**src/bezp_pkg.sv**
```systemverilog
// Shared constants for the cubic Bezier point evaluator.
// No dependencies.
package bezp_pkg;

	localparam int NUM_POINTS   = 4;
	localparam int CFG_IDX_BITS = 3;

	typedef logic [CFG_IDX_BITS-1:0] cfg_idx_t;

	localparam cfg_idx_t REG_P0_X = 3'd0;
	localparam cfg_idx_t REG_P0_Y = 3'd1;
	localparam cfg_idx_t REG_P1_X = 3'd2;
	localparam cfg_idx_t REG_P1_Y = 3'd3;
	localparam cfg_idx_t REG_P2_X = 3'd4;
	localparam cfg_idx_t REG_P2_Y = 3'd5;
	localparam cfg_idx_t REG_P3_X = 3'd6;
	localparam cfg_idx_t REG_P3_Y = 3'd7;

	// stall control shared by the cell rows
	typedef struct packed {
		logic en;
		logic in_xfer;
	} pipe_ctrl_t;

endpackage

```
**src/bezp_lerp_cell.sv**
```systemverilog
// One registered fixed-point lerp: a + round(t * (b - a)), t in Q1.P.
// Depends on bezp_pkg.
module bezp_lerp_cell import bezp_pkg::*; #(
	parameter int W = 14,
	parameter int P = 16
) (
	input  logic         clk,
	input  pipe_ctrl_t   ctrl,
	input  logic [W-1:0] a,
	input  logic [W-1:0] b,
	input  logic [P:0]   t,
	output logic [W-1:0] q
);

	localparam int PW = P + W + 3;
	localparam logic signed [PW-1:0] HALF = PW'(1) << (P - 1);

	logic signed [W:0]    diff;
	logic signed [PW-1:0] prod;
	logic signed [PW-1:0] rnd;
	logic signed [PW-1:0] shifted;
	logic        [W+1:0]  sum;
	logic        [W-1:0]  res_q;

	always_comb begin
		diff    = $signed({1'b0, b}) - $signed({1'b0, a});
		prod    = PW'($signed({1'b0, t}) * diff);
		rnd     = prod + HALF;
		shifted = rnd >>> P;
		sum     = {2'b00, a} + shifted[W+1:0];
	end

	always_ff @(posedge clk) begin
		if (ctrl.en) begin
			res_q <= sum[W-1:0];
		end
	end

	assign q = res_q;

endmodule

```
**config.mk**
```make
export PLATFORM = sky130hd
export DESIGN_NAME = bezp_lerp_cell
export DESIGN_NICKNAME = d
export VERILOG_FILES = /design/src/bezp_pkg.sv /design/src/bezp_lerp_cell.sv
export SDC_FILE = /design/constraint.sdc
export NUM_CORES = 1
export LEC_CHECK = 0
export ABC_AREA = 1
export BUFFER_PORTS_ARGS = -buffer_cell sky130_fd_sc_hd__buf_2
export CORE_UTILIZATION = 65
export DETAILED_ROUTE_END_ITERATION = 8
export PLACE_DENSITY = 0.86
export SYNTH_ARGS = -nofsm -noshare
export SYNTH_HDL_FRONTEND = slang
export SYNTH_SLANG_ARGS = --single-unit
export TNS_END_PERCENT = 30
```
**constraint.sdc**
```tcl
create_clock -name clk -period 13.2 [get_ports clk]
set_clock_uncertainty 0.15 [all_clocks]
set_input_delay 1.32 -clock clk [delete_from_list [all_inputs] [get_ports clk]]
set_output_delay 1.32 -clock clk [all_outputs]
set_load 0.005 [all_outputs]
```
# Yosys cells after proc, flatten, opt, wreduce, memory -nomap -nowiden
# Cells that the tools add are included.
dict set report word_totals {
  output_inout_bits 14
  wordCells 5
  input_bits 48
  ff_bits 14
}
dict set report op_classes {
  n_mul 1
  addsub 3
}
# operator n
set ops {}
lappend ops {{30-bit by 17-bit adder with 30-bit output, second input constant} 1}
lappend ops {{18-bit by 15-bit multiplier with 30-bit output} 1}
lappend ops {{14-bit by 14-bit subtractor with 15-bit output} 1}
lappend ops {{14-bit adder} 1}

# Longest topological paths before layout
dict set report logic_depth {
  depth_word 4
  depth_mapped 43
  depth_no_buf 43
}

# Worst setup path after synthesis
# No wires, ideal clock.
dict set report synth_timing {
  kind {input to register}
  start {input port b[0]}
  end {register res_q[12], in the netlist q[12] (data pin)}
  slack_ps 4417
  setup_time_ps 258
  arrival_ps 8375
  path_buffers 1
  required_ps 12792
  path_stages 37
  cell_sequence {inv_1 ha_1 fa_1 o21bai_1 or2_2 nand2_1 inv_1 clkbuf_1 nand2_1 fa_1 inv_1 fa_1 inv_1 fa_1 inv_1 fa_1 fa_1 inv_1 fa_1 inv_1 ha_1 nand2_1 nor4_1 nand2_1 nand2_1 xnor2_1 inv_1 ha_1 fa_1 nand3_1 nand2_1 a21oi_1 o21ai_0 a21oi_1 nor2_1 nor2_1 xnor2_1}
}
dict set report synth_via {
  elab_chain_len 4
}
# element line
set synth_lines {}
lappend synth_lines {{from (decl)} bezp_lerp_cell.sv:10} ;# input logic [W-1:0] b,
lappend synth_lines {{14-bit by 14-bit subtractor with 15-bit output} bezp_lerp_cell.sv:26} ;# diff = $signed({1'b0, b}) - $signed({1'b0, a});
lappend synth_lines {{18-bit by 15-bit multiplier with 30-bit output} bezp_lerp_cell.sv:27} ;# prod = PW'($signed({1'b0, t}) * diff);
lappend synth_lines {{30-bit by 17-bit adder with 30-bit output} bezp_lerp_cell.sv:28} ;# rnd = prod + HALF;
lappend synth_lines {{14-bit adder} bezp_lerp_cell.sv:30} ;# sum = {2'b00, a} + shifted[W+1:0];
lappend synth_lines {{named net sum[12]} bezp_lerp_cell.sv:22} ;# logic [W+1:0] sum;
lappend synth_lines {{to (signal assigned)} bezp_lerp_cell.sv:35} ;# res_q <= sum[W-1:0];
lappend synth_lines {{to (decl)} bezp_lerp_cell.sv:23} ;# logic [W-1:0] res_q;
# The timed path passes the listed nets, and every way through them passes these cells.
# A chain may end at the register's enable or synchronous reset.

# Worst setup path in the final report
dict set report layout_timing {
  start {input port a[0]}
  end {register res_q[12], in the netlist q[12] (data pin)}
}
dict set report layout_via {
  elab_chain_len 4
}
# element line
set layout_lines {}
lappend layout_lines {{from (decl)} bezp_lerp_cell.sv:9} ;# input logic [W-1:0] a,
lappend layout_lines {{14-bit by 14-bit subtractor with 15-bit output} bezp_lerp_cell.sv:26}
lappend layout_lines {{18-bit by 15-bit multiplier with 30-bit output} bezp_lerp_cell.sv:27}
lappend layout_lines {{30-bit by 17-bit adder with 30-bit output} bezp_lerp_cell.sv:28}
lappend layout_lines {{14-bit adder (*)} bezp_lerp_cell.sv:30}
lappend layout_lines {{named net sum[12]} bezp_lerp_cell.sv:22}
# The timed path passes the listed nets; every way through them passes the cells marked *.

==> summary.md <==
| Metric | Value |
|---|---|
| Status | `completed` |
| CTS Root Cell | `clkbuf_16` |
| RSZ-0062 raised after global routing | `no` |
| Routed len/inst | `16.6 um` |
| TritonCTS clock tree | `done` |
| Post-synth top area cell | `fa_1` |
| Initial drt markers | `593` |
| Via count | `8508` |
| Clock sink count | `14` |
| Die height | `126 um` |
| Max reg flops | `14` |
| Area of the multi-input gates | `0.00828 mm^2` |
| Cells after synthesis | `1305` |
| Die Wd | `126 um` |
| GRT Util Overall | `0.340` |
| Final min period | `10.17 ns` |
| RePlAce Congestion | `0.998` |
| WP data required | `13.04 ns` |
| Distinct cells, synth | `44` |
| Residual DRC | `0` |
| Slew Limit Fails | `0` |
| Vias in the first global route | `8947` |
| Count leader, synth | `nand2_1` |
| FF+latch area | `420 um^2` |
| Sequential area share after synthesis | `0.0419` |
| Number of register bits inferred by synthesis | `14` |
| CP max stage delay | `0.60 ns` |
| Yosys top cell area share | `0.389` |
| # resized after CTS | `0` |
| First drt pass iteration count | `5` |
| CP max-delay cell | `inv_1` |
| Worst-path clk slew | `0.05 ns` |
| FILL cells | `1241` |
| Placed insts | `1528` |
| Post-CTS setup repair buffer count | `0` |
| Synth Cell Area | `0.0100 mm^2` |
| Async SR Flop Fraction | `0` |
| Arrival time worst endpoint | `10.00 ns` |
| H-tree depth | `1` |
| Die area | `0.0159 mm^2` |
| Clock buffer depth | `2` |
| Final critical-path share of the clock period | `0.770` |
| Routed wire length | `25400 um` |
| Number of flops mapped to enable cells by yosys | `14` |
| Buffers on Ports | `60` |
| Final Util | `0.696` |
| Avg Cell Area, Syn | `7.68 um^2` |
| Initial Utilization | `0.662` |
| Fmax | `98.4 MHz` |
| Grt total ovfl | `0` |
| # rows | `45` |
| I/O pin cnt | `62` |
| Core Box Area | `0.0151 mm^2` |
| Slew margin rel. | `0.527` |
| Post-synth top cells | `nand2_1, inv_1, fa_1` |
| Slew @ Worst Pin | `0.709 ns` |
| TritonCTS Buffers | `3` |
| Antenna Nets Post-Route | `0` |
| HPWL Detailed | `21600 um` |
| Final Hold Violating Endpoints | `0` |
| Share of layout cells above drive strength 1 | `0.0781` |
| Area Overhead vs Synth | `5.05%` |
| Final setup fails | `0` |
| Crit Path Max Fanout | `14` |
| Crit Path Class | `input port to flop` |
| Post-synth net total | `1672` |
| Antenna violations before repair | `0` |
| Min-Delay Path Class | `input port to flop` |
| # Max-Cap Violations | `0` |
| Main area contributors after synthesis | `fa_1, ha_1, nand2_1` |
| Setup_tns | `0 ns` |
| Drt via density | `5.55` |
| First-pass GRT wire length | `42300 um` |
| Number of hold buffers added after cts | `0` |
| Crit. End Element | `flop` |
| Antenna Cells | `0` |
| Crit start category | `input port` |
| Finished Layout Cells | `1532` |
| Synth warn | `0` |
| Largest net degree at the start of global routing | `16` |
| NumNets Final | `1712` |
| Top FF cell, synth | `edfxtp_1` |
==> path summary, 6_finish.rpt <==
path,startpoint,end,cells past startpoint
max,a[0],q[12],37
min,a[0],q[0],2
==> placed cells by master, fill, tap and decap left out, drive strengths merged <==
| cell | count |
|---|---|
| a2111oi | 1 |
| a211oi | 1 |
| a21boi | 2 |
| a21o | 8 |
| a21oi | 50 |
| a31o | 1 |
| a31oi | 4 |
| and2 | 1 |
| buf | 61 |
| clkbuf | 3 |
| clkinv | 2 |
| edfxtp | 14 |
| fa | 195 |
| ha | 124 |
| inv | 320 |
| nand2 | 328 |
| nand3 | 27 |
| nand3b | 1 |
| nand4 | 7 |
| nor2 | 123 |
| nor3 | 7 |
| nor4 | 2 |
| o21a | 4 |
| o21ai | 20 |
| o21bai | 7 |
| o221a | 1 |
| or2 | 10 |
| or3 | 1 |
| xnor2 | 7 |
| xor2 | 12 |
==> layout make-up <==
type	instances	share of cell area
well taps	188	0.0223
repair buffers	61	0.0292
inverters	321	0.115
flip-flops and latches	14	0.0399
clock inverters	1	0.000356
clock buffers	3	0.00713
multi-input cells	944	0.786
==> critical path, delay by kind of cell <==
kind	cells	cell delay (ns)
AOI/OAI and AO/OA	5	1.08
xor gates and xnor gates	2	0.34
adders and majority gates	10	4.53
buffers and inverters	8	1.11
and+or+nand+nor	12	1.58
==> stage by stage <==
step                      hold slack [ns]  instance area, um^2  setup slack (ns)
after global routing                 1.25                10500              2.61
after floorplan                      1.28                10000              4.42
after CTS                            1.25                10500              3.18
after detailed placement             1.50                10500              2.96
after global placement               1.50                10500              3.26
final                                1.25                10500              3.03
==> kinds of logic (layout without fill, tap and decap cells) <==
| group | count (synthesis) | in the layout | synth area share |
|---|---|---|---|
| AO/OA/AOI/OAI | 99 | 99 | 0.0588 |
| flip-flops | 14 | 14 | 0.0419 |
| buffers and inverters | 347 | 386 | 0.132 |
| XOR/XNOR | 19 | 19 | 0.0166 |
| AND/OR/NAND/NOR | 507 | 507 | 0.206 |
| adder cells (fa/ha/maj) | 319 | 319 | 0.544 |
==> metal layers <==
metal | vias up | share of wire | track usage
li1 | 3962 | - | -
met1 | 4125 | 0.40 | 0.432
met2 | 357 | 0.49 | 0.593
met3 | 64 | 0.077 | 0.0603
met4 | 0 | 0.027 | 0.101
met5 | - | 0 | 0
Power is not shown: default switching activity piles up to over one toggle a cycle in this logic, so the estimate is an artifact.
