`src/bezp_pkg.sv`:
```
// Shared constants for the cubic Bezier point evaluator.
// No dependencies.
package bezp_pkg;

	localparam int NUM_POINTS   = 4;
	localparam int CFG_IDX_BITS = 3;

	typedef logic [CFG_IDX_BITS-1:0] cfg_idx_t;

	localparam cfg_idx_t REG_P0_X = 3'd0;
	localparam cfg_idx_t REG_P0_Y = 3'd1;
	localparam cfg_idx_t REG_P1_X = 3'd2;
	localparam cfg_idx_t REG_P1_Y = 3'd3;
	localparam cfg_idx_t REG_P2_X = 3'd4;
	localparam cfg_idx_t REG_P2_Y = 3'd5;
	localparam cfg_idx_t REG_P3_X = 3'd6;
	localparam cfg_idx_t REG_P3_Y = 3'd7;

	// stall control shared by the cell rows
	typedef struct packed {
		logic en;
		logic in_xfer;
	} pipe_ctrl_t;

endpackage

```
`src/bezp_cfg_regs.sv`:
```
// Control point register file, written through the plain write port.
// Depends on bezp_pkg.
module bezp_cfg_regs import bezp_pkg::*; #(
	parameter int COORD_BITS = 10
) (
	input  logic                                  clk,
	input  logic                                  arst_n,
	input  logic                                  cfg_we,
	input  cfg_idx_t                              cfg_index,
	input  logic [COORD_BITS-1:0]                 cfg_data,
	output logic [NUM_POINTS-1:0][COORD_BITS-1:0] pt_x,
	output logic [NUM_POINTS-1:0][COORD_BITS-1:0] pt_y
);

	logic [NUM_POINTS-1:0][COORD_BITS-1:0] pt_x_q;
	logic [NUM_POINTS-1:0][COORD_BITS-1:0] pt_y_q;

	always_ff @(posedge clk or negedge arst_n) begin
		if (!arst_n) begin
			pt_x_q <= '0;
			pt_y_q <= '0;
		end else if (cfg_we) begin
			case (cfg_index)
				REG_P0_X: pt_x_q[0] <= cfg_data;
				REG_P0_Y: pt_y_q[0] <= cfg_data;
				REG_P1_X: pt_x_q[1] <= cfg_data;
				REG_P1_Y: pt_y_q[1] <= cfg_data;
				REG_P2_X: pt_x_q[2] <= cfg_data;
				REG_P2_Y: pt_y_q[2] <= cfg_data;
				REG_P3_X: pt_x_q[3] <= cfg_data;
				REG_P3_Y: pt_y_q[3] <= cfg_data;
				default: ;
			endcase
		end
	end

	assign pt_x = pt_x_q;
	assign pt_y = pt_y_q;

endmodule

```
`config.mk`:
```
export PLATFORM = sky130hd
export DESIGN_NAME = bezp_cfg_regs
export DESIGN_NICKNAME = d
export VERILOG_FILES = /design/src/bezp_pkg.sv /design/src/bezp_cfg_regs.sv
export SDC_FILE = /design/constraint.sdc
export NUM_CORES = 1
export LEC_CHECK = 0
export BUFFER_PORTS_ARGS = -buffer_cell sky130_fd_sc_hd__buf_2
export CORE_MARGIN = 8
export CORE_UTILIZATION = 48
export CTS_BUF_LIST = sky130_fd_sc_hd__clkbuf_8
export CTS_CLUSTER_DIAMETER = 80
export DETAILED_ROUTE_END_ITERATION = 16
export HOLD_SLACK_MARGIN = 0.08
export PLACE_DENSITY = 0.78
export SYNTH_ARGS = -nofsm -noshare
export SYNTH_HDL_FRONTEND = slang
export SYNTH_SLANG_ARGS = --single-unit
```
`constraint.sdc`:
```
create_clock -name clk -period 0.8 [get_ports clk]
set_input_delay 0.12 -clock clk [delete_from_list [all_inputs] [get_ports clk]]
set_output_delay 0.12 -clock clk [all_outputs]
set_load 0.05 [all_outputs]
```
## Yosys cells after proc, flatten, opt, wreduce, memory -nomap -nowiden

Cells that the tools add are included.

| storage, ports and cells | value |
|---|---|
| latch bits | 0 |
| bits of input ports | 16 |
| memories | 0 |
| memory bits (read-only) | 0 |
| logic and storage cells | 24 |
| bits in registers | 80 |
| RAM bits | 0 |

| operators by class | value |
|---|---|
| multipliers | 0 |
| reduce and logical (&&, ||, !) cells | 9 |
| equal/unequal tests | 7 |
| divide/modulo/power cells | 0 |
| magnitude comparators | 0 |
| shift operators | 0 |
| bitwise gates (word level) | 0 |
| add/subtract/negate cells | 0 |
| multiplexer cells | 0 |

Operator list:

| kind | number |
|---|---|
| $reduce_and A2 Y1 | 8 |
| $eq A3 B3 Y1 const B | 4 |
| $eq A3 B2 Y1 const B | 2 |
| $eq A3 B1 Y1 const B | 1 |
| $logic_not A3 Y1 | 1 |

## Longest topological paths before layout

Gate-level depths: netlist of the first run.

| depth | value |
|---|---|
| depth after elaboration | 2 |
| mapped depth | 3 |
| depth with buffers taken out | 2 |

## Least setup slack after synthesis of the first run

Ideal clock, no wire load.

| timing | value |
|---|---|
| path kind | input -> register |
| start point | in cfg_index[1] |
| end point | reg pt_x_q, in the netlist pt_x[0] |
| path slack | -0.210 ns |
| arrival time | 0.885 ns |
| stages | 3 |
| library setup time | 0.125 ns |
| data required time | 0.675 ns |
| path through | nor4b_2 -> buf_4 -> mux2_2 |

| between the ends | value |
|---|---|
| cells in the longest elaborated chain, start to end | 2 |

Ends and longest elaborated chain:

| element | line | text |
|---|---|---|
| from (decl) | bezp_cfg_regs.sv:9 | `input cfg_idx_t cfg_index,` |
| $logic_not A3 Y1 | bezp_cfg_regs.sv:23 | `case (cfg_index)` |
| $reduce_and A2 Y1 (no source line) | - |  |
| to (decl) | bezp_cfg_regs.sv:15 | `logic [NUM_POINTS-1:0][COORD_BITS-1:0] pt_x_q;` |

No other way between the ends.
A chain may end at the register's enable or synchronous reset.

## Worst setup path after layout of the first run

| timing | value |
|---|---|
| start point | reg pt_x_q, in the netlist pt_x[5] |
| end point | out pt_x[5] (netlist name) |

RTL lines:

| element | line | text |
|---|---|---|
| to (decl) | bezp_cfg_regs.sv:11 | `output logic [NUM_POINTS-1:0][COORD_BITS-1:0] pt_x,` |

No word-level cell between the ends.

==> results_dict.tcl, run 1 <==
set metrics [dict create \
    ys_seq_area_share_pct 63.3 \
    holdCritPathClass "in2reg" \
    grt_max_degree 31 \
    clkTransAtPathRegs_ns 0.09 \
    post_dp_cell_area_um2 4230 \
    hpwl_um 5970 \
    crit_fanout 2 \
    synth_mux_area_share_pct 32.0 \
    ios 96 \
    yosysWarnings 0 \
    firstDrtPassIters 4 \
    synth-edff-count 0 \
    final_max_slew_viol_count 0 \
    setup_viol 150 \
    initialDrtViolationCount 104 \
    path_buf_inv 1 \
    clk_latency_ns 0.34 \
    met1_usage_pct 28.7 \
    cp_top_family "flip-flops" \
    status "finished, violations left" \
    rrSetupSlack_ns -0.26 \
    globalRouteMet3Util_pct 4.55 \
    syn-num-nets 191 \
    syn-cell-area_um2 3160 \
    critPathSlowestCell "dfrtp_1" \
    irDropWorstVdd_mv 3.21 \
    htreeDepth 3 \
    fin_crit_sh_pct 136 \
    synth_top_family_by_area "multiplexers" \
    fin_ws_ns -0.287 \
    arrival_ns 0.97 \
    drive_gt1_share_pct 95.8 \
    synth_area_leader_cell "dfrtp_1" \
    p_per_area_nw_per_um2 3270 \
    post-route-util_pct 88.5 \
    track_usage_pct 22.7 \
    globalplace.congestion 0.756 \
    placed_cells 364 \
    cts-root-buf "clkbuf_8" \
    violations "setup timing" \
    grt_pass1_vias 2534 \
    required_ns 0.68 \
    areaGrowthSynthToFinish_pct 77.6 \
    multi_input_area_um2 1310 \
    fmax_mhz 920 \
    core_um2 6350 \
    path_cells "buf_6" \
    cap_viol_max_count 0 \
    busiest_layer "met2" \
    clock-sinks 80 \
    routed_wl_um 11300 \
    synth-compound-area-share_pct 0 \
    vias 2304 \
    fin_nets 366 \
    grt_overflow 0 \
    netlist.area_leader.share_pct 63.3 \
    die_h_um 97.2 \
    cts_buffer_depth 2 \
    slowest_delay_ns 0.43 \
    critPathKind "reg2out" \
    dieArea_um2 9440 \
    routedWlPerCell_um 26.3 \
    n_antenna_cell 0 \
    grt_pass1_wl_um 16400 \
    yosys-top-cells-count "dfrtp_1, mux2_2, mux2_4" \
    regArea_um2 2090 \
    synth_area_per_cell_um2 18.1 \
    synth_area_leaders "dfrtp_1, mux2_2, mux2_4, and4bb_1, buf_6" \
    final_cell_count_no_fill 432 \
    skew_ns 0 \
    cp-start-kind "register" \
    hold_ws_ns 0.119 \
    hold_violations 0 \
    vias_per_cell 5.33 \
    cp-end-kind "output pin" \
    cts_tree "built" \
    synth_flop_cell "dfrtp_1" \
    fillers 248 \
    synthAdderAreaFrac_pct 0 \
    start_util_pct 49.8 \
    ant_nets 0 \
    use_met2_pct 37.8 \
    drc 0 \
    tightest_slew_ns 0.279 \
    die_x_um 97.2 \
    rsz0062_at_grt "yes" \
    ys_ff_latch 80 \
    antenna_found_initial 0 \
    power.leakage_uw 0.00271 \
    io_buffers 95 \
    fin_area_um2 5620 \
    fin_setup_tns_ns -26.59 \
    synthesis.instances 175 \
    ys_async_sr_fraction_pct 100 \
    yosysUniqueCellTypes 10 \
    cts_made_buffers 9 \
    synth-xor-area-share_pct 0 \
    relSlewSlack_pct 81.3 \
    period_needed_ns 1.09 \
    fp-row-count 29 \
    synthSimpleGateAreaFrac_pct 2.89 \
    synth_most_common_cell "dfrtp_1" \
]
[sequential cells by signal, summed over array words and instances, names as in the netlist]
register / count
pt_y: 40
pt_x: 40
[worst paths after layout]
path,to,start,cells after the start
worst max-delay path,pt_x[5],pt_x[5],1
worst min register to register,pt_x[34],pt_x[34],1
worst min-delay path,pt_x[26],cfg_data[6],2
worst max register to register,pt_x[19],pt_x[19],3
max in group asynchronous,pt_y[14],arst_n,3
min in group asynchronous,pt_x[25],arst_n,2
[worst reg2reg max path, stage by stage (launching register included)]
cell and delay (ns):
dfrtp_2 0.44, buf_4 0.14, buf_6 0.11, mux2_4 0.26
[metal layers]
layer,part of all wire [%],wire [um]
met5,0,0
met4,1.8,203
met3,5.0,563
met2,52,5900
met1,41,4680
[repair_timing]
item / 4_1_cts / 5_1_grt
hold buffers: 1 / 0
resized for setup: 206 / 42
setup endpoints to repair: 160 / 158
setup buffers: 36 / 35
pin swaps: 4 / 1
hold endpoints to repair: 80 / 0
[cell families (layout without fill, tap and decap cells)]
family,after synthesis,in the layout
flip-flops,80,80
buffers and inverters,7,187
multiplexers,80,80
AND/OR/NAND/NOR,8,8
[placed cells by master (no fill, tap or decap)]
cell and count:
nand4b_1 3, nand4_4 1, inv_6 1, dfrtp_2 70
nor4b_4 1, clkinv_4 1, buf_8 3, clkinvlp_4 1
clkbuf_8 10, mux2_4 80, dlygate4sd3_1 1, and4bb_1 1
buf_2 10, dfrtp_1 10, bufinv_16 3, buf_6 136
buf_12 6, clkbuf_4 1, buf_4 14, and4bb_2 2
[per-stage QoR]
stage,worst slack [ns],total power [uW]
floorplan,-0.195,10200
global placement,-0.422,11700
detailed placement,-0.418,11800
CTS,-0.251,17600
global route,-0.304,18900
finish,-0.287,18400
[power by group]
group	switching [uW]	internal (uW)
clock	1620	2180
sequential	924	5090
combinational	4580	3990
[layout make-up]
type                            count  share of cell area (%)
Sequential cell                    80                    37.2
Clock inverter                      6                    2.05
Timing Repair Buffer              171                    33.3
Tap cell                           77                    1.71
Multi-Input combinational cell     88                    23.3
Clock buffer                       10                    2.45
Power figures use the tool's default switching activity.
==> run 2: changes to the inputs <==
--- a/config.mk
+++ b/config.mk
@@ -7,11 +7,13 @@
 export LEC_CHECK = 0
 export BUFFER_PORTS_ARGS = -buffer_cell sky130_fd_sc_hd__buf_2
+export CELL_PAD_IN_SITES_DETAIL_PLACEMENT = 1
+export CELL_PAD_IN_SITES_GLOBAL_PLACEMENT = 2
 export CORE_MARGIN = 8
-export CORE_UTILIZATION = 48
+export CORE_UTILIZATION = 33
 export CTS_BUF_LIST = sky130_fd_sc_hd__clkbuf_8
 export CTS_CLUSTER_DIAMETER = 80
 export DETAILED_ROUTE_END_ITERATION = 16
 export HOLD_SLACK_MARGIN = 0.08
-export PLACE_DENSITY = 0.78
+export PLACE_DENSITY_LB_ADDON = 0.1
 export SYNTH_ARGS = -nofsm -noshare
 export SYNTH_HDL_FRONTEND = slang
==> constraint.sdc (replaced) <==
create_clock -name clk -period 0.8 [get_ports clk]
set_input_delay 0.12 -clock clk [delete_from_list [all_inputs] [get_ports clk]]
set_output_delay 0.12 -clock clk [all_outputs]
set_load 0.1 [all_outputs]
==> run 2 against run 1 <==
  * The run still ends with setup timing left
  * Non-clock buffer count decreased by 29
  * Hold slack improved by 0.0070 ns
  * Clock skew unchanged
  * Critical path depth unchanged
  * Final cell count increased by 5.3%
  * Via count decreased by 11%
  * Critical path type unchanged
  * Critical endpoint is now pt_x[3]
  * Largest power group unchanged
==> results_dict.tcl, run 2 (same netlist as run 1, synthesis figures left out) <==
set metrics [dict create \
    status "finished, violations left" \
    violations "setup timing" \
    die_h_um 114 \
    holdCritPathClass "in2reg" \
    hpwl_um 7040 \
    p_per_area_nw_per_um2 3660 \
    final_common_cell "buf_12" \
    cp-start-kind "register" \
    cts_buffer_depth 2 \
    areaGrowthSynthToFinish_pct 92.1 \
    setup_viol 160 \
    antenna_found_initial 0 \
    fin_setup_tns_ns -35.27 \
    cap_viol_max_count 0 \
    cts_made_buffers 9 \
    start_util_pct 34.1 \
    rsz0062_at_grt "yes" \
    critPathSlowestCell "dfrtp_4" \
    fp-row-count 35 \
    fin_area_um2 6080 \
    htreeDepth 3 \
    vias 2045 \
    skew_ns 0 \
    core_um2 9280 \
    initialDrtViolationCount 52 \
    irDropWorstVdd_mv 1.90 \
    drc 0 \
    clk_latency_ns 0.33 \
    layout_common_cells "buf_12, dfrtp_4, mux2_4" \
    firstDrtPassIters 4 \
    io_buffers 95 \
    relSlewSlack_pct 81.3 \
    dieArea_um2 13000 \
    tightest_slew_ns 0.279 \
    ant_nets 0 \
    grt_pass1_wl_um 14800 \
    die_x_um 114 \
    hold_ws_ns 0.126 \
    track_usage_pct 15.2 \
    fmax_mhz 871 \
    clkTransAtPathRegs_ns 0.09 \
    hold_violations 0 \
    final_max_slew_viol_count 0 \
    critPathKind "reg2out" \
    drive_gt1_share_pct 97.5 \
    cts_tree "built" \
    vias_per_cell 4.49 \
    path_cells "buf_12" \
    clock-sinks 80 \
    cp_top_family "flip-flops" \
    cp-end-kind "output pin" \
    fin_crit_sh_pct 143 \
    post_dp_cell_area_um2 5610 \
    path_buf_inv 1 \
    globalplace.congestion 0.710 \
    power.leakage_uw 0.00269 \
    grt_max_degree 35 \
    required_ns 0.68 \
    fin_nets 337 \
    ios 96 \
    cts-root-buf "clkbuf_8" \
    grt_pass1_vias 2382 \
    fin_ws_ns -0.348 \
    routedWlPerCell_um 21.4 \
    n_antenna_cell 0 \
    period_needed_ns 1.15 \
    arrival_ns 1.03 \
    routed_wl_um 9760 \
    crit_fanout 2 \
    grt_overflow 0 \
    slowest_delay_ns 0.51 \
]
## run 2: final timing paths
| kind | from | end | slack [ns] | depth (start not counted) |
|---|---|---|---|---|
| hold / removal | cfg_data[3] | pt_y[33] | 0.13 | 2 |
| min in group asynchronous | arst_n | pt_y[23] | 0.17 | 2 |
| setup / recovery | pt_x[3] | pt_x[3] | -0.35 | 1 |
| setup reg to reg | pt_y[7] | pt_y[7] | -0.31 | 3 |
| max in group asynchronous | arst_n | pt_x[21] | 0.15 | 3 |
| hold reg to reg | pt_y[21] | pt_y[21] | 0.60 | 1 |
## run 2: routing by layer
metal  up-vias  GRT usage, %  wire (um)  share of wire [%]
met1      1068          19.8       4470                 46
met4         0          5.06         58               0.59
met3         5          3.49        460                4.7
met5         -             0          0                  0
li1        912             -          -                  -
met2        60          24.3       4770                 49
## run 2: through the flow
| stage | instances | worst slack (ns) | utilization, % | power (uW) |
|---|---|---|---|---|
| final | 455 | -0.348 | 65.5 | 22200 |
| after global routing | 455 | -0.385 | 65.5 | 22900 |
| after CTS | 449 | -0.367 | 64.4 | 22200 |
| after detailed placement | 415 | -0.458 | 60.5 | 19100 |
| after global placement | 415 | -0.427 | 60.5 | 19000 |
| after floorplan | 175 | -0.227 | - | 14100 |
## run 2: where the power goes
part	switching, uW	total [uW]	internal, uW
sequential	1110	6630	5530
combinational	7820	12900	5100
clock	1540	2670	1130
## run 2: repair_timing
| item | CTS | global route |
|---|---|---|
| hold buffers | 1 | 0 |
| pin swaps | 1 | 1 |
| hold endpoints to repair | 80 | 0 |
| endpoints found under the setup margin | 160 | 160 |
| buffers inserted | 17 | 16 |
| gates resized for setup | 15 | 26 |
## run 2: final cells by class
| cell class | count | area, um^2 |
|---|---|---|
| fill | 785 | 3210 |
| sequential | 80 | 2300 |
| timing repair buffer | 142 | 2170 |
| multi-input combinational | 88 | 1270 |
| tap | 129 | 161 |
| clock buffer | 9 | 124 |
| clock inverter | 7 | 48.8 |
